$ cat config.mk
export PLATFORM = sky130hd
export DESIGN_NAME = quad_motor_pwm_direction
export DESIGN_NICKNAME = d
export VERILOG_FILES = /design/src/rtl/core/qmpd_pkg.sv /design/src/rtl/core/quad_motor_pwm_direction.sv /design/src/rtl/core/qmpd_period_timer.sv /design/src/rtl/core/qmpd_motor_bank.sv
export VERILOG_INCLUDE_DIRS = /design/src /design/src/rtl/core
export SDC_FILE = /design/constraint.sdc
export NUM_CORES = 1
export LEC_CHECK = 0
export ABC_AREA = 1
export BUFFER_PORTS_ARGS = -buffer_cell sky130_fd_sc_hd__buf_2
export CORE_MARGIN = 4
export CORE_UTILIZATION = 50
export DETAILED_ROUTE_END_ITERATION = 6
export MAX_ROUTING_LAYER = met4
export PLACE_DENSITY = 0.66
export SYNTH_ARGS = -nofsm -noshare
export SYNTH_HDL_FRONTEND = slang
export SYNTH_SLANG_ARGS = --single-unit
$ cat constraint.sdc
create_clock -name i_clk -period 7.3 [get_ports i_clk]
set_clock_uncertainty 0.2 [all_clocks]
set_input_delay 0.73 -clock i_clk [delete_from_list [all_inputs] [get_ports i_clk]]
set_output_delay 0.73 -clock i_clk [all_outputs]
set_load 0.1 [all_outputs]
$ cat src/rtl/core/quad_motor_pwm_direction_macros.svh
// Assertion macros shared by the quad motor PWM RTL.
`ifndef QUAD_MOTOR_PWM_DIRECTION_MACROS_SVH
`define QUAD_MOTOR_PWM_DIRECTION_MACROS_SVH
`ifndef SYNTHESIS
`define QMPD_ASSERT_SAME(lbl, ante, cons, msg) \
    lbl: assert property (@(posedge i_clk) disable iff (!i_rst_n) (ante) |-> (cons)) \
        else $error(msg);
`define QMPD_ASSERT_NEXT(lbl, ante, cons, msg) \
    lbl: assert property (@(posedge i_clk) disable iff (!i_rst_n) (ante) |=> (cons)) \
        else $error(msg);
`else
`define QMPD_ASSERT_SAME(lbl, ante, cons, msg)
`define QMPD_ASSERT_NEXT(lbl, ante, cons, msg)
`endif
`endif

$ cat src/rtl/core/qmpd_pkg.sv
// Shared types and constants of the quad motor PWM driver.
package qmpd_pkg;

    localparam int MOTOR_COUNT  = 4;
    localparam int COUNT_W      = 16;
    localparam int LEVEL_W      = 5;
    localparam int STEP_W       = 12;
    localparam int IDX_W        = 3;
    localparam int POWER_W      = 8;
    localparam int DRIVE_W      = 8;

    localparam int POWER_LIMIT  = 100;
    localparam int POWER_STEPS  = 20;
    localparam int PERIOD_RESET = 4000;
    localparam int STEP_RESET   = PERIOD_RESET / POWER_STEPS;

    // magnitude / 5 for 0..100: (mag * 205) >> 10
    localparam int DIV5_RECIP   = 205;
    localparam int DIV5_SHIFT   = 10;
    // period / 20 as (period >> 2) / 5 = ((period >> 2) * 52429) >> 18
    localparam int STEP_RECIP   = 52429;
    localparam int STEP_SHIFT   = 18;

    typedef enum logic {
        OP_TICK = 1'b0,
        OP_SET  = 1'b1
    } t_op;

    typedef struct packed {
        logic                      tick;
        logic                      set;
        logic [IDX_W-1:0]          idx;
        logic signed [POWER_W-1:0] power;
    } t_cmd;

    typedef struct packed {
        logic [COUNT_W-1:0] count;
        logic [STEP_W-1:0]  step;
    } t_phase;

endpackage

$ cat src/rtl/core/quad_motor_pwm_direction.sv
// Top level of the quad motor PWM driver: word registers and handshakes.
// A word's result passes the input register, then the result register, on its way
// to the output; one word per cycle sustained while the output is not stalled.
// The enable compare for all motors and the counter step sit in one stage.
// A stalled result still lets one more input word into the input register.
// Reset (synchronous, active low): levels, directions, count, latched drive
// zero; period 4000 ticks; cfg writes are always accepted.
`include "quad_motor_pwm_direction_macros.svh"
module quad_motor_pwm_direction (
    input  logic                             i_clk,
    input  logic                             i_rst_n,
    input  logic                             i_s_axis_tvalid,
    output logic                             o_s_axis_tready,
    // [2:0] motor_index, [10:3] power_and_direction, [15:11] zero
    input  logic [15:0]                      i_s_axis_tdata,
    // [0] operation
    input  logic                             i_s_axis_tuser,
    output logic                             o_m_axis_tvalid,
    input  logic                             i_m_axis_tready,
    // [7:0] drive_byte
    output logic [qmpd_pkg::DRIVE_W-1:0]     o_m_axis_tdata,
    // [0] period_start
    output logic                             o_m_axis_tuser,
    input  logic                             i_cfg_valid,
    output logic                             o_cfg_ready,
    input  logic [qmpd_pkg::COUNT_W-1:0]     i_cfg_data
);
    import qmpd_pkg::*;

    logic                      r_in_valid;
    t_op                       r_in_op;
    logic [IDX_W-1:0]          r_in_idx;
    logic signed [POWER_W-1:0] r_in_power;

    logic                      r_out_valid;
    logic [DRIVE_W-1:0]        r_out_data;
    logic                      r_out_start;

    logic                      advance;
    logic                      in_take;
    t_cmd                      cmd;
    t_phase                    phase;
    logic [DRIVE_W-1:0]        drive;
    logic [DRIVE_W-1:0]        latched;

    assign advance         = r_in_valid && (!r_out_valid || i_m_axis_tready);
    assign o_s_axis_tready = !r_in_valid || advance;
    assign in_take         = i_s_axis_tvalid && o_s_axis_tready;
    assign o_cfg_ready     = 1'b1;

    always_comb begin
        cmd.tick  = advance && (r_in_op == OP_TICK);
        // sets naming a missing motor change nothing
        cmd.set   = advance && (r_in_op == OP_SET) && (r_in_idx < IDX_W'(MOTOR_COUNT));
        cmd.idx   = r_in_idx;
        cmd.power = r_in_power;
    end

    qmpd_period_timer u_timer (
        .i_clk       (i_clk),
        .i_rst_n     (i_rst_n),
        .i_cfg_valid (i_cfg_valid),
        .i_cfg_data  (i_cfg_data),
        .i_cmd       (cmd),
        .o_phase     (phase)
    );

    qmpd_motor_bank u_bank (
        .i_clk     (i_clk),
        .i_rst_n   (i_rst_n),
        .i_cmd     (cmd),
        .i_phase   (phase),
        .o_drive   (drive),
        .o_latched (latched)
    );

    always_ff @(posedge i_clk) begin
        if (!i_rst_n) begin
            r_in_valid  <= 1'b0;
            r_out_valid <= 1'b0;
        end else begin
            if (in_take) begin
                r_in_valid <= 1'b1;
            end else if (advance) begin
                r_in_valid <= 1'b0;
            end
            if (advance) begin
                r_out_valid <= 1'b1;
            end else if (i_m_axis_tready) begin
                r_out_valid <= 1'b0;
            end
        end
    end

    always_ff @(posedge i_clk) begin
        if (in_take) begin
            r_in_op    <= t_op'(i_s_axis_tuser);
            r_in_idx   <= i_s_axis_tdata[IDX_W-1:0];
            r_in_power <= i_s_axis_tdata[IDX_W +: POWER_W];
        end
        if (advance) begin
            if (r_in_op == OP_TICK) begin
                r_out_data  <= drive;
                r_out_start <= (phase.count == '0);
            end else begin
                r_out_data  <= latched;
                r_out_start <= 1'b0;
            end
        end
    end

    assign o_m_axis_tvalid = r_out_valid;
    assign o_m_axis_tdata  = r_out_data;
    assign o_m_axis_tuser  = r_out_start;

    `QMPD_ASSERT_NEXT(a_skid_fill, in_take && r_out_valid && !i_m_axis_tready,
                      r_in_valid && r_out_valid, "word lost while result stalled")

endmodule

$ cat src/rtl/core/qmpd_period_timer.sv
// PWM period counter and period-step register.
`include "quad_motor_pwm_direction_macros.svh"
module qmpd_period_timer (
    input  logic                             i_clk,
    input  logic                             i_rst_n,
    input  logic                             i_cfg_valid,
    input  logic [qmpd_pkg::COUNT_W-1:0]     i_cfg_data,
    input  qmpd_pkg::t_cmd                   i_cmd,
    output qmpd_pkg::t_phase                 o_phase
);
    import qmpd_pkg::*;

    localparam int PROD_W = COUNT_W - 2 + 16;

    logic [COUNT_W-1:0] r_period, n_period;
    logic [STEP_W-1:0]  r_step, n_step;
    logic [COUNT_W-1:0] r_count, n_count;
    logic [PROD_W-1:0]  step_prod;
    logic [COUNT_W:0]   inc;

    assign step_prod = PROD_W'(i_cfg_data[COUNT_W-1:2]) * PROD_W'(STEP_RECIP);
    assign inc       = {1'b0, r_count} + (COUNT_W+1)'(1);

    always_comb begin
        n_period = r_period;
        n_step   = r_step;
        n_count  = r_count;
        if (i_cfg_valid) begin
            n_period = i_cfg_data;
            n_step   = step_prod[STEP_SHIFT +: STEP_W];
        end
        if (i_cmd.set) begin
            n_count = '0;
        end else if (i_cmd.tick) begin
            // wrap also catches a period shrunk below the count
            n_count = (inc >= {1'b0, r_period}) ? '0 : inc[COUNT_W-1:0];
        end
    end

    always_ff @(posedge i_clk) begin
        if (!i_rst_n) begin
            r_period <= COUNT_W'(PERIOD_RESET);
            r_step   <= STEP_W'(STEP_RESET);
            r_count  <= '0;
        end else begin
            r_period <= n_period;
            r_step   <= n_step;
            r_count  <= n_count;
        end
    end

    assign o_phase.count = r_count;
    assign o_phase.step  = r_step;

    `QMPD_ASSERT_NEXT(a_set_restarts, i_cmd.set, r_count == '0, "set did not restart period")
    `QMPD_ASSERT_NEXT(a_count_holds, !i_cmd.set && !i_cmd.tick, $stable(r_count),
                      "period count moved without a word")

endmodule

$ cat src/rtl/core/qmpd_motor_bank.sv
// Per-motor power levels, direction bits, enable compare and latched drive byte.
`include "quad_motor_pwm_direction_macros.svh"
module qmpd_motor_bank (
    input  logic                             i_clk,
    input  logic                             i_rst_n,
    input  qmpd_pkg::t_cmd                   i_cmd,
    input  qmpd_pkg::t_phase                 i_phase,
    output logic [qmpd_pkg::DRIVE_W-1:0]     o_drive,
    output logic [qmpd_pkg::DRIVE_W-1:0]     o_latched
);
    import qmpd_pkg::*;

    localparam int MAG_W  = 7;
    localparam int QPROD_W = MAG_W + 8;
    localparam int THR_W  = LEVEL_W + STEP_W;

    logic [LEVEL_W-1:0]     r_level [MOTOR_COUNT];
    logic [LEVEL_W-1:0]     n_level [MOTOR_COUNT];
    logic [MOTOR_COUNT-1:0] r_dir, n_dir;
    logic [DRIVE_W-1:0]     r_latched;

    logic signed [POWER_W-1:0] clamped;
    logic [MAG_W-1:0]          mag;
    logic [QPROD_W-1:0]        qprod;
    logic [LEVEL_W-1:0]        new_level;
    logic [THR_W-1:0]          thr [MOTOR_COUNT];
    logic [MOTOR_COUNT-1:0]    en;

    always_comb begin
        if (i_cmd.power > POWER_W'(POWER_LIMIT)) begin
            clamped = POWER_W'(POWER_LIMIT);
        end else if (i_cmd.power < -POWER_W'(POWER_LIMIT)) begin
            clamped = -POWER_W'(POWER_LIMIT);
        end else begin
            clamped = i_cmd.power;
        end
        mag       = clamped[POWER_W-1] ? MAG_W'(-clamped) : MAG_W'(clamped);
        qprod     = QPROD_W'(mag) * QPROD_W'(DIV5_RECIP);
        new_level = qprod[DIV5_SHIFT +: LEVEL_W];
    end

    always_comb begin
        n_dir = r_dir;
        for (int i = 0; i < MOTOR_COUNT; i++) begin
            n_level[i] = r_level[i];
            if (i_cmd.set && i_cmd.idx == IDX_W'(i)) begin
                n_level[i] = new_level;
                n_dir[i]   = ~clamped[POWER_W-1];  // zero power counts as forward
            end
        end
    end

    always_comb begin
        o_drive = '0;
        for (int i = 0; i < MOTOR_COUNT; i++) begin
            thr[i] = THR_W'(r_level[i]) * THR_W'(i_phase.step);
            if (r_level[i] == '0) begin
                en[i] = 1'b0;
            end else if (r_level[i] >= LEVEL_W'(POWER_STEPS)) begin
                en[i] = 1'b1;
            end else begin
                en[i] = THR_W'(i_phase.count) < thr[i];
            end
            o_drive[2*i]   = en[i];
            o_drive[2*i+1] = r_dir[i];
        end
    end

    always_ff @(posedge i_clk) begin
        if (!i_rst_n) begin
            for (int i = 0; i < MOTOR_COUNT; i++) begin
                r_level[i] <= '0;
            end
            r_dir     <= '0;
            r_latched <= '0;
        end else begin
            r_level <= n_level;
            r_dir   <= n_dir;
            if (i_cmd.tick) begin
                r_latched <= o_drive;
            end
        end
    end

    assign o_latched = r_latched;

    `QMPD_ASSERT_NEXT(a_tick_latches, i_cmd.tick, r_latched == $past(o_drive),
                      "tick did not latch the drive byte")

endmodule
# [Word level (Yosys, flattened, before mapping)]
# Index checks and enable logic that the tools add are counted.
[word_totals] regBits=99 in_bits=38 output_inout_bits=12 elab_cells=84
[op_classes] add_sub_neg=2 multipliers=6 order_cmp=12 n_eq_ne=3 mux=17 n_bitwise=3 reduce_logical=22
[op_table] operator="$lt 16x17->1" n=4
[op_table] operator="$mul 5x12->17" n=4
[op_table] operator="$mul 14x16->30 const B" n=1
[op_table] operator="$mux 8" n=3
[op_table] operator="$ge 5x5->1 const B" n=4
[op_table] operator="$logic_not 5->1" n=4
[op_table] operator="$add 16x1->17 const B" n=1
[op_table] operator="$ge 17x16->1" n=1
[op_table] operator="$logic_not 16->1" n=1
[op_table] operator="$mux 16" n=1
[op_table] operator="$mul 7x8->15 const B" n=1
[op_table] operator="$mux 1" n=12
[op_table] operator="$logic_and 1x1->1" n=9
[op_table] operator="$gt 8x8->1 const B" n=1
[op_table] operator="$lt 8x8->1 const B" n=1
[op_table] operator="$mux 7" n=1
[op_table] operator="$neg 7->7" n=1
[op_table] operator="$eq 3x2->1 const B" n=2
[op_table] operator="$reduce_bool 2->1" n=2
[op_table] operator="$eq 3x1->1 const B" n=1
[op_table] operator="$logic_not 3->1" n=1
[op_table] operator="$lt 3x3->1 const B" n=1
[op_table] operator="$not 1->1" n=3
[op_table] operator="$logic_not 1->1" n=2
[op_table] operator="2 further kinds" n=3

# [Depth between registers and ports, before layout]
# Gate-level depths: netlist of run 1.
[depth] depth_word=6 ltp_mapped=34

# [Modules after synthesis]
# From an unflattened synthesis of run 1, not the netlist that was laid out.
[unflattened] cells_unflattened=2724 hier_area_um2=19228.4
[modules_own_cells] module="qmpd_motor_bank" instances=1 cells_per_inst=1719 area_each_um2=11732.5 seq_area_each_um2=640.6
[modules_own_cells] module="qmpd_period_timer" instances=1 cells_per_inst=925 area_each_um2=6580.1 seq_area_each_um2=880.8
[modules_own_cells] module="quad_motor_pwm_direction" instances=1 cells_per_inst=80 area_each_um2=915.9 seq_area_each_um2=670.6

# [Least setup slack after synthesis of run 1]
# No wires, ideal clock.
[synth_path] path_kind="register to register" startpoint="reg r_in_power[5]" endpoint="reg u_bank.r_level[13] in the netlist's numbering" setup_time_ns=0.056 arrival_time_ns=5.085 setup_slack_ns=1.959 path_stages_with_launch=28 synth_period_minus_slack_ns=5.341 cell_sequence="edfxtp_1 inv_1 o21ai_0 o21ai_0 ha_1 nor2_1 nand2_1 ha_1 inv_1 nor4_1 or2_2 xor2_1 ha_1 inv_1 fa_1 inv_1 ha_1 inv_1 fa_1 inv_1 ha_1 nand2_1 o21ai_0 a2111oi_0 nand3_1 nand3_1 nand2_1 inv_1"
[synth_between] elab_chain_len=6
[synth_rtl] item="from (decl)" line_no="quad_motor_pwm_direction.sv:33" source="logic signed [POWER_W-1:0] r_in_power;"
[synth_rtl] item="from (signal assigned)" line_no="quad_motor_pwm_direction.sv:99" source="r_in_power <= i_s_axis_tdata[IDX_W +: POWER_W];"
[synth_rtl] item="$lt 8x8->1" line_no="qmpd_motor_bank.sv:32" source="end else if (i_cmd.power < -POWER_W'(POWER_LIMIT)) begin"
[synth_rtl] item="$mux 8" line_no="qmpd_motor_bank.sv:32"
[synth_rtl] item="$mux 8 (*)" line_no="qmpd_motor_bank.sv:30" source="if (i_cmd.power > POWER_W'(POWER_LIMIT)) begin"
[synth_rtl] item="$neg 7->7" line_no="qmpd_motor_bank.sv:37" source="mag = clamped[POWER_W-1] ? MAG_W'(-clamped) : MAG_W'(clamped);"
[synth_rtl] item="$mux 7 (*)" line_no="qmpd_motor_bank.sv:37"
[synth_rtl] item="$mul 7x8->15 (*)" line_no="qmpd_motor_bank.sv:38" source="qprod = QPROD_W'(mag) * QPROD_W'(DIV5_RECIP);"
[synth_rtl] item="to (signal assigned)" line_no="qmpd_motor_bank.sv:77" source="r_level <= n_level;"
[synth_rtl] item="to (decl)" line_no="qmpd_motor_bank.sv:17" source="logic [LEVEL_W-1:0] r_level [MOTOR_COUNT];"
# Every way passes the cells marked *; elsewhere a longest branch is shown, timed or not.
# A chain may end at the register's enable or synchronous reset.

# [Worst setup path in the final report of run 1]
[layout_path] startpoint="reg r_in_power[2]" endpoint="reg u_bank.r_level[3] in the netlist's numbering"
# Same word-level chain as after synthesis.

==> Implementation_results.wiki, run 1 <==
{| class="wikitable"
! Metric !! Value
|-
| Gr ovfl total || 0
|-
| Die boundary width || between 200 and 250 µm
|-
| Average wire length per cell after detail routing || 15.2 µm
|-
| Count of nets after finishing || roughly 3100
|-
| Layout cell share with drive strength beyond 1 || 0.0398
|-
| Syn Nets || 3091
|-
| Worst setup EP type || register
|-
| Number of CTS-inserted buffers || 9
|-
| Post-synthesis instance total || between 2000 and 3000
|-
| Largest net degree at the start of global routing || 40
|-
| Synth Area per Inst || 7.23 µm²
|-
| Clock sink total || 99
|-
| Worst flop-to-flop path startpoint || r_in_power[2]
|-
| Avg Vias per Cell || just over 5
|-
| Clock latency at the later pin of the worst-skew pair || 0.36 ns
|-
| Power per cell area || 208 mW/mm²
|-
| Global routing usage summed across all routing layers || 0.246
|-
| Worst Path Max Fanout || 6
|-
| Combined buffer and inverter count along the critical path || 6
|-
| Residual DRC count || 0
|-
| Post-CTS Setup Repair Bufs || 0
|-
| Final worst hold slack || 0.259 ns
|-
| Max Cap Viol || 0
|-
| Count of input and output buffers || 43
|-
| Crit share post-route || 0.858
|-
| P_leak || about 12 nW
|-
| Type of origin of the critical path || register
|-
| Hold Crit Start || u_bank.o_latched[5]
|-
| Via count of the first global-routing pass || 15400
|-
| Leading cell type by number of instances after synthesis || inv_1
|-
| Vertical die dimension || ~200 µm
|-
| Number of cells on the worst hold path || 2
|-
| Highest achievable clock rate || 0.160 GHz
|-
| Clock transition at the registers of the reported paths || 0.07 ns
|-
| HPWL after DPL || 38200 µm
|-
| Cell at the root of the clock tree || clkbuf_16
|-
| Critical path class || register to register
|-
| Maximum clock path buffer count || 2
|-
| Number of synthesized register bits || 99
|-
| Drt first pass iters || 7
|-
| Core Area || 0.0365 mm²
|-
| I/O Pins || 50
|-
| Area share of the largest cell type after synthesis || 0.216
|-
| Iter 0 DRT Violations || 771
|-
| Weighted congestion reported at the end of routability-driven placement || 0.907
|-
| First-pass GRT wire length || about 77000 µm
|-
| Relative slew slack || 0.213
|-
| Worst-case register-to-register setup slack || 1.04 ns
|-
| Wire length after detailed routing || 46100 µm
|-
| Endpoint of the most critical register-to-register path || u_bank.r_level[3]
|-
| Family with the most delay on the worst path || adder cells
|-
| Number of core rows || 70
|-
| TNS Setup || 0 ns
|-
| Top post-synthesis cells by area || ha_1, fa_1, inv_1, nand2_1, dfxtp_1
|-
| Cells on worst reg2reg path || 27
|-
| Run status || finished clean
|-
| Worst IR drop on VDD || 339 µV
|-
| Number of antenna violations at the first check in global routing || 0
|-
| Hold Fails Final Rpt || 0
|-
| Most common flop cell mapped by yosys || dfxtp_1
|-
| H-Tree Level Count || 3
|-
| Number of hold buffers added after cts || 0
|-
| Most numerous cell on the critical path || inv_1
|-
| TritonCTS clock tree || yes
|-
| Setup-failing EPs final || 0
|-
| Area growth from synthesis to final layout || 5.26%
|-
| Sink of the worst hold path || u_bank.o_latched[5]
|-
| Worst slew pin tran || 1.17 ns
|-
| Setup repair after global routing missed its margin || no
|-
| Via count || 15800
|-
| Worst stage delay on the critical path || 0.65 ns
|-
| Post-Syn Area || 0.0185 mm²
|-
| Data required time at the worst endpoint || around 7.4 ns
|-
| Library cells used by synthesis || 43
|-
| Yosys warns || 0
|-
| Most numerous cell types in the synthesized netlist || inv_1, nand2_1, ha_1, fa_1, a21oi_1
|-
| Post_cts resized || 0
|-
| Number of flops mapped to enable cells by yosys || 21
|-
| Path category of the worst min-delay check || register to register
|-
| Synth area leader || ha_1
|-
| Antenna Nets Post-Route || 0
|-
| Critical Path Slowest Stage Cell || a2111oi_0
|-
| Initial standard-cell utilization of the core || 0.505
|-
| Arrival @ worst endpoint || 6.37 ns
|-
| Antenna diode count || 0
|-
| Total die area || roughly 0.040 mm²
|-
| Final period demand of the worst path || 6.26 ns
|-
| Total count of max-transition violations in the final report || 0
|-
| Sequential-to-total area share from yosys stat || 0.119
|-
| Async SR Flop Fraction || 0
|}
routing by layer:
layer | up-vias | GRT usage | routed length [µm]
met3 | 47 | 0.0280 | 2030
met2 | 322 | 0.419 | 22400
li1 | 7973 | - | -
met1 | 7422 | 0.318 | 20800
met4 | 0 | 0.0538 | 935
met5 | - | - | 0
logic make-up after synthesis:
kind of cell | count (synthesis) | synth area share
other | 1 | 0.000203
AO/OA/AOI/OAI | 334 | 0.0989
buffers and inverters | 697 | 0.143
adder cells (fa/ha/maj) | 500 | 0.413
AND/OR/NAND/NOR | 854 | 0.194
flip-flops | 99 | 0.119
XOR/XNOR | 68 | 0.0323
how the worst max path moves through the flow:
stage | from | end | slack (ns) | cells past startpoint
CTS | r_in_power[2] | u_bank.r_level[3] | 0.97 | 27
global route | r_in_power[2] | u_bank.r_level[13] | 0.48 | 27
global placement | r_in_power[2] | u_bank.r_level[8] | 1.17 | 27
floorplan | r_in_power[5] | u_bank.r_level[13] | 1.96 | 27
detailed placement | r_in_power[2] | u_bank.r_level[8] | 1.02 | 27
finish | r_in_power[2] | u_bank.r_level[3] | 1.04 | 27
cells in the final DEF (no fill, tap or decap), types with 13 or more instances in the layout:
cell type and n:
dfxtp_1 78, nand4_1 38, edfxtp_1 21, inv_1 623
nor2_1 137, fa_1 182, ha_1 318, o21ai_0 103
nand2_1 519, a21o_1 15, xor2_1 50, a21oi_1 167
buf_2 43, buf_4 22, nor3_1 38, nand3_1 86
xnor2_1 18, o211ai_1 13
worst register-to-register path: stages (launching register included):
cell and delay (ns):
edfxtp_1 0.37, nand2_1 0.07, o21ai_0 0.13, o21ai_0 0.09, ha_1 0.36, nor2_1 0.07, nand2_1 0.25, ha_1 0.24
inv_1 0.06, nor4_1 0.38, or2_2 0.19, xor2_1 0.35, ha_1 0.22, inv_1 0.06, fa_1 0.54, inv_1 0.04
ha_1 0.27, inv_1 0.05, fa_1 0.50, inv_1 0.04, ha_1 0.32, nand2_1 0.11, o21ai_0 0.09, a2111oi_0 0.65
nand3_1 0.30, nand3_1 0.17, nand2_1 0.06, inv_1 0.04
metrics by stage:
stage          instances  utilization  power, mW  area (µm²)  worst slack (ns)
6_report            3032        0.532       4.04       19400              1.04
5_1_grt             3032        0.532       4.56       19400             0.476
4_1_cts             3032        0.532       4.08       19400             0.968
3_5_place_dp        3016        0.524       3.57       19100              1.02
3_3_place_gp        3016        0.524       3.56       19100              1.17
2_1_floorplan       2553            -       2.76       18500              1.96
report_power, final:
group          switching [mW]  internal [mW]
clock network           0.234          0.247
registers               0.119          0.600
logic                    1.80           1.04
final cells by class:
type | instances | area [µm²]
Clock buffer | 11 | 243
Clock inverter | 5 | 45.0
Fill cell | 3647 | 17100
Inverter | 627 | 2350
Multi-Input combinational cell | 1757 | 13600
Sequential cell | 99 | 2190
Tap cell | 468 | 586
Timing Repair Buffer | 65 | 380
sequential cells by signal (all words and copies together) (netlist names):
name              cells
r_in_power            8
r_in_valid            1
u_timer.r_step       12
u_bank.r_dir          4
o_m_axis_tvalid       1
u_timer.r_period     16
r_in_op               1
u_timer.r_count      16
r_in_idx              3
o_m_axis_tuser        1
o_m_axis_tdata        8
u_bank.r_level       20
u_bank.o_latched      8
No activity file was read; power rests on OpenSTA's default activity.
==> run 2: changes to the inputs <==
- ABC_AREA: 1 -> default
- CTS_CLUSTER_DIAMETER: default -> 40
==> Implementation_results.wiki, run 2 <==
{| class="wikitable"
! Metric !! Value
|-
| Layout cell share with drive strength beyond 1 || 0.0502 (+0.0104)
|-
| Synth Area per Inst || 8.81 µm² (+22%)
|-
| Leading cell type by number of instances after synthesis || ha_1
|-
| Synth area leader || ha_1
|-
| Syn Nets || 2481 (-20%)
|-
| Cell at the root of the clock tree || clkbuf_16
|-
| Worst Path Max Fanout || 10 (+4)
|-
| Power per cell area || 186 mW/mm² (-11%)
|-
| P_leak || 9.25 nW (-20%)
|-
| Path category of the worst min-delay check || register to register
|-
| Global routing usage summed across all routing layers || 0.230 (-0.0166)
|-
| Worst slew pin tran || 1.03 ns (-0.143 ns)
|-
| Number of synthesized register bits || 99 (unchanged)
|-
| Critical Path Slowest Stage Cell || xnor2_1
|-
| Post-Syn Area || 0.0171 mm² (-7.2%)
|-
| Final worst hold slack || 0.271 ns (+0.0116 ns)
|-
| Number of standard cells in the final layout excluding fillers || 2399 (-21%)
|-
| Clock transition at the registers of the reported paths || 0.08 ns (about the same)
|-
| Largest net degree at the start of global routing || 77 (+93%)
|-
| Area share of the largest cell type after synthesis || 0.232 (+0.0168)
|-
| Post-synthesis instance total || 1943 (-24%)
|-
| Avg Vias per Cell || 5.49 (+5.7%)
|-
| TNS Setup || 0 ns (unchanged)
|-
| Worst path depth || 27 (unchanged)
|-
| Worst setup margin || 0.579 ns (-0.457 ns)
|-
| CP Launch Point || r_in_power[3]
|-
| Post-CTS Setup Repair Bufs || 0 (unchanged)
|-
| Simple logic cell fraction of the synthesized area || 0.167 (-0.0263)
|-
| Via count || 13200 (-16%)
|-
| Hold Fails Final Rpt || 0 (unchanged)
|-
| Count of input and output buffers || 43 (unchanged)
|-
| Number of hold buffers added after cts || 0 (unchanged)
|-
| Area after DPL || 0.0178 mm² (-7.2%)
|-
| Antenna Nets Post-Route || 0 (unchanged)
|-
| Library cells used by synthesis || 72 (+67%)
|-
| Endpoint of the most critical register-to-register path || u_bank.r_level[9]
|-
| Max Cap Viol || 0 (unchanged)
|-
| Crit share post-route || 0.921 (+0.0625)
|-
| Average wire length per cell after detail routing || 16.5 µm (+8.3%)
|-
| Maximum clock path buffer count || 2 (unchanged)
|-
| Top post-synthesis cells by area || ha_1, fa_1, dfxtp_1, inv_1, and2_1
|-
| Number of flip-flops under the largest register name || 20 (unchanged)
|-
| Worst setup EP type || register
|-
| Util after Layout || 0.538 (+0.00582)
|-
| Most numerous cell types in the synthesized netlist || ha_1, inv_1, fa_1, nand2_1, and2_1
|-
| Met1 routing resource usage after global routing || 0.316 (-0.00297)
|-
| Setup repair after global routing missed its margin || no
|-
| Endpoint of the worst setup timing path || u_bank.r_level[9]
|-
| Number of CTS-inserted buffers || 9 (unchanged)
|-
| Setup-failing EPs final || 0 (unchanged)
|-
| Total count of max-transition violations in the final report || 0 (unchanged)
|-
| Residual DRC count || 0 (unchanged)
|-
| H-Tree Level Count || 3 (unchanged)
|-
| Worst-case register-to-register setup slack || 0.58 ns (-0.46 ns)
|-
| Largest Register || u_bank.r_level
|-
| Core Area || 0.0336 mm² (-8.0%)
|-
| TritonCTS clock tree || yes
|-
| Die boundary width || 193 µm (-3.5%)
|-
| Final total power || 3.37 mW (-17%)
|-
| Most common cell after layout, fill and taps aside || ha_1
|-
| Yosys warns || 0 (unchanged)
|-
| Weighted congestion reported at the end of routability-driven placement || 0.889 (-1.9%)
|-
| Worst IR drop on VDD || 370 µV (+9.2%)
|-
| Iter 0 DRT Violations || 696 (-9.7%)
|-
| Vertical die dimension || 193 µm (-3.5%)
|-
| Combined buffer and inverter count along the critical path || 2 (-4)
|-
| Count of nets after finishing || 2484 (-20%)
|-
| Largest regs || u_bank.r_level: 20 flops, u_timer.r_count: 16 flops, u_timer.r_period: 16 flops
|-
| Post-Synth XOR/XNOR Area || 0.0409 (+0.00866)
|-
| Antenna diode count || 0 (unchanged)
|-
| Worst stage delay on the critical path || 0.52 ns (-0.13 ns)
|-
| Setup Slack @ Placement || 0.592 ns (-0.432 ns)
|-
| Post_cts resized || 0 (unchanged)
|-
| Arrival @ worst endpoint || 6.72 ns (+0.35 ns)
|-
| Gr ovfl total || 0 (unchanged)
|-
| Run status || finished clean
|-
| Mux cell area share after synthesis || 0.0173 (+0.0173)
|-
| Adder and majority cell fraction of the synthesized area || 0.445 (+0.0323)
|-
| First-pass GRT wire length || 67300 µm (-13%)
|-
| Via count of the first global-routing pass || 13600 (-12%)
|-
| HPWL after DPL || 31600 µm (-17%)
|-
| Initial standard-cell utilization of the core || 0.509 (+0.00393)
|-
| Number of antenna violations at the first check in global routing || 0 (unchanged)
|-
| Number of core rows || 67 (-4.3%)
|-
| Most frequent cells in the layout || ha_1, inv_1, fa_1, nand2_1, and2_1
|-
| Final period demand of the worst path || 6.72 ns (+0.457 ns)
|-
| Clock sink total || 99 (unchanged)
|-
| Number of placed cells counting well taps || 2383 (-21%)
|-
| Relative slew slack || 0.313 (+0.100)
|-
| Clock latency at the later pin of the worst-skew pair || 0.35 ns (about the same)
|-
| Wire length after detailed routing || 39500 µm (-14%)
|-
| Sequential-to-total area share from yosys stat || 0.128 (+0.00928)
|-
| Number of flops mapped to enable cells by yosys || 21 (unchanged)
|-
| Dominant combinational cell family by area after synthesis || adder cells
|-
| Drt first pass iters || 5 (-2)
|-
| Global-route met2 utilization || 0.374 (-0.0447)
|-
| Family with the most delay on the worst path || adder cells
|-
| Most numerous cell on the critical path || ha_1
|-
| Highest achievable clock rate || 0.149 GHz (-6.8%)
|-
| I/O Pins || 50 (unchanged)
|-
| Critical path class || register to register
|-
| Area growth from synthesis to final layout || 5.59%
|-
| Worst flop-to-flop path startpoint || r_in_power[3]
|-
| Async SR Flop Fraction || 0 (unchanged)
|-
| Most common flop cell mapped by yosys || dfxtp_1
|-
| Filler cell count in the final layout || 3099 (-15%)
|-
| Data required time at the worst endpoint || 7.30 ns (-0.10 ns)
|-
| Finished layout cell area || 0.0181 mm² (-7.0%)
|-
| Complex-gate fraction of the synthesized area || 0.118 (+0.0195)
|-
| GR Util met3 || 0.0169 (-0.0111)
|-
| Type of origin of the critical path || register
|-
| Total die area || 0.0373 mm² (-7.0%)
|-
| Cells on worst reg2reg path || 27 (unchanged)
|-
| Most Used Layer, Global Route || met2
|}
[run 2: area by class of cell]
class,instances,area (µm²),area share
clock buffers,11,253,0.0140
clock inverters,5,67.6,0.00374
inverters,300,1130,0.0623
multi-input cells,1474,13500,0.748
flip-flops and latches,99,2190,0.121
well taps,448,561,0.0310
repair buffers,62,358,0.0198
[run 2: report_power, final]
part | internal, mW | switching, mW | total, mW
registers | 0.599 | 0.117 | 0.716
clock network | 0.290 | 0.230 | 0.520
logic | 0.908 | 1.22 | 2.13
total | 1.80 | 1.57 | 3.37
[run 2: cell families after synthesis]
family          after synthesis
fa+ha+maj                   500
flops                        99
other cells                   1
mux                          29
simple gates                550
compound gates              314
buf+inv                     370
xor+xnor                     80
[run 2: worst min path at each step]
| stage | startpoint | to | slack [ns] | depth (start not counted) |
|---|---|---|---|---|
| 2_1_floorplan | u_bank.o_latched[1] | u_bank.o_latched[1] | 0.24 | 2 |
| 3_3_place_gp | u_bank.o_latched[7] | u_bank.o_latched[7] | 0.25 | 2 |
| 3_5_place_dp | u_bank.o_latched[7] | u_bank.o_latched[7] | 0.26 | 2 |
| 4_1_cts | u_bank.o_latched[7] | u_bank.o_latched[7] | 0.27 | 2 |
| 5_1_grt | u_bank.o_latched[6] | u_bank.o_latched[6] | 0.30 | 2 |
| 6_report | u_bank.o_latched[1] | u_bank.o_latched[1] | 0.27 | 2 |
[run 2: metal layers]
layer / wire length, µm / vias up
met3: 1520 / 59
met1: 18800 / 6410
met5: 0 / -
li1: - / 6455
met4: 939 / 0
met2: 18200 / 255
[run 2: worst register-to-register path, cell delays in order (launching register included)]
cell      delay [ns]
edfxtp_1        0.46
a311o_1         0.38
nand2_1         0.07
ha_1            0.29
nor2b_1         0.08
o21ai_0         0.32
ha_1            0.31
nand2_1         0.10
or3_1           0.33
nor2_1          0.09
nor2_1          0.04
o21ai_0         0.15
nand2_1         0.13
ha_1            0.29
ha_1            0.29
fa_1            0.51
inv_1           0.05
fa_1            0.51
inv_1           0.04
ha_1            0.28
nand4_1         0.08
o31a_1          0.29
o211ai_1        0.25
a31oi_1         0.16
nor2b_1         0.13
nor2_1          0.06
xnor2_1         0.52
a21oi_1         0.15
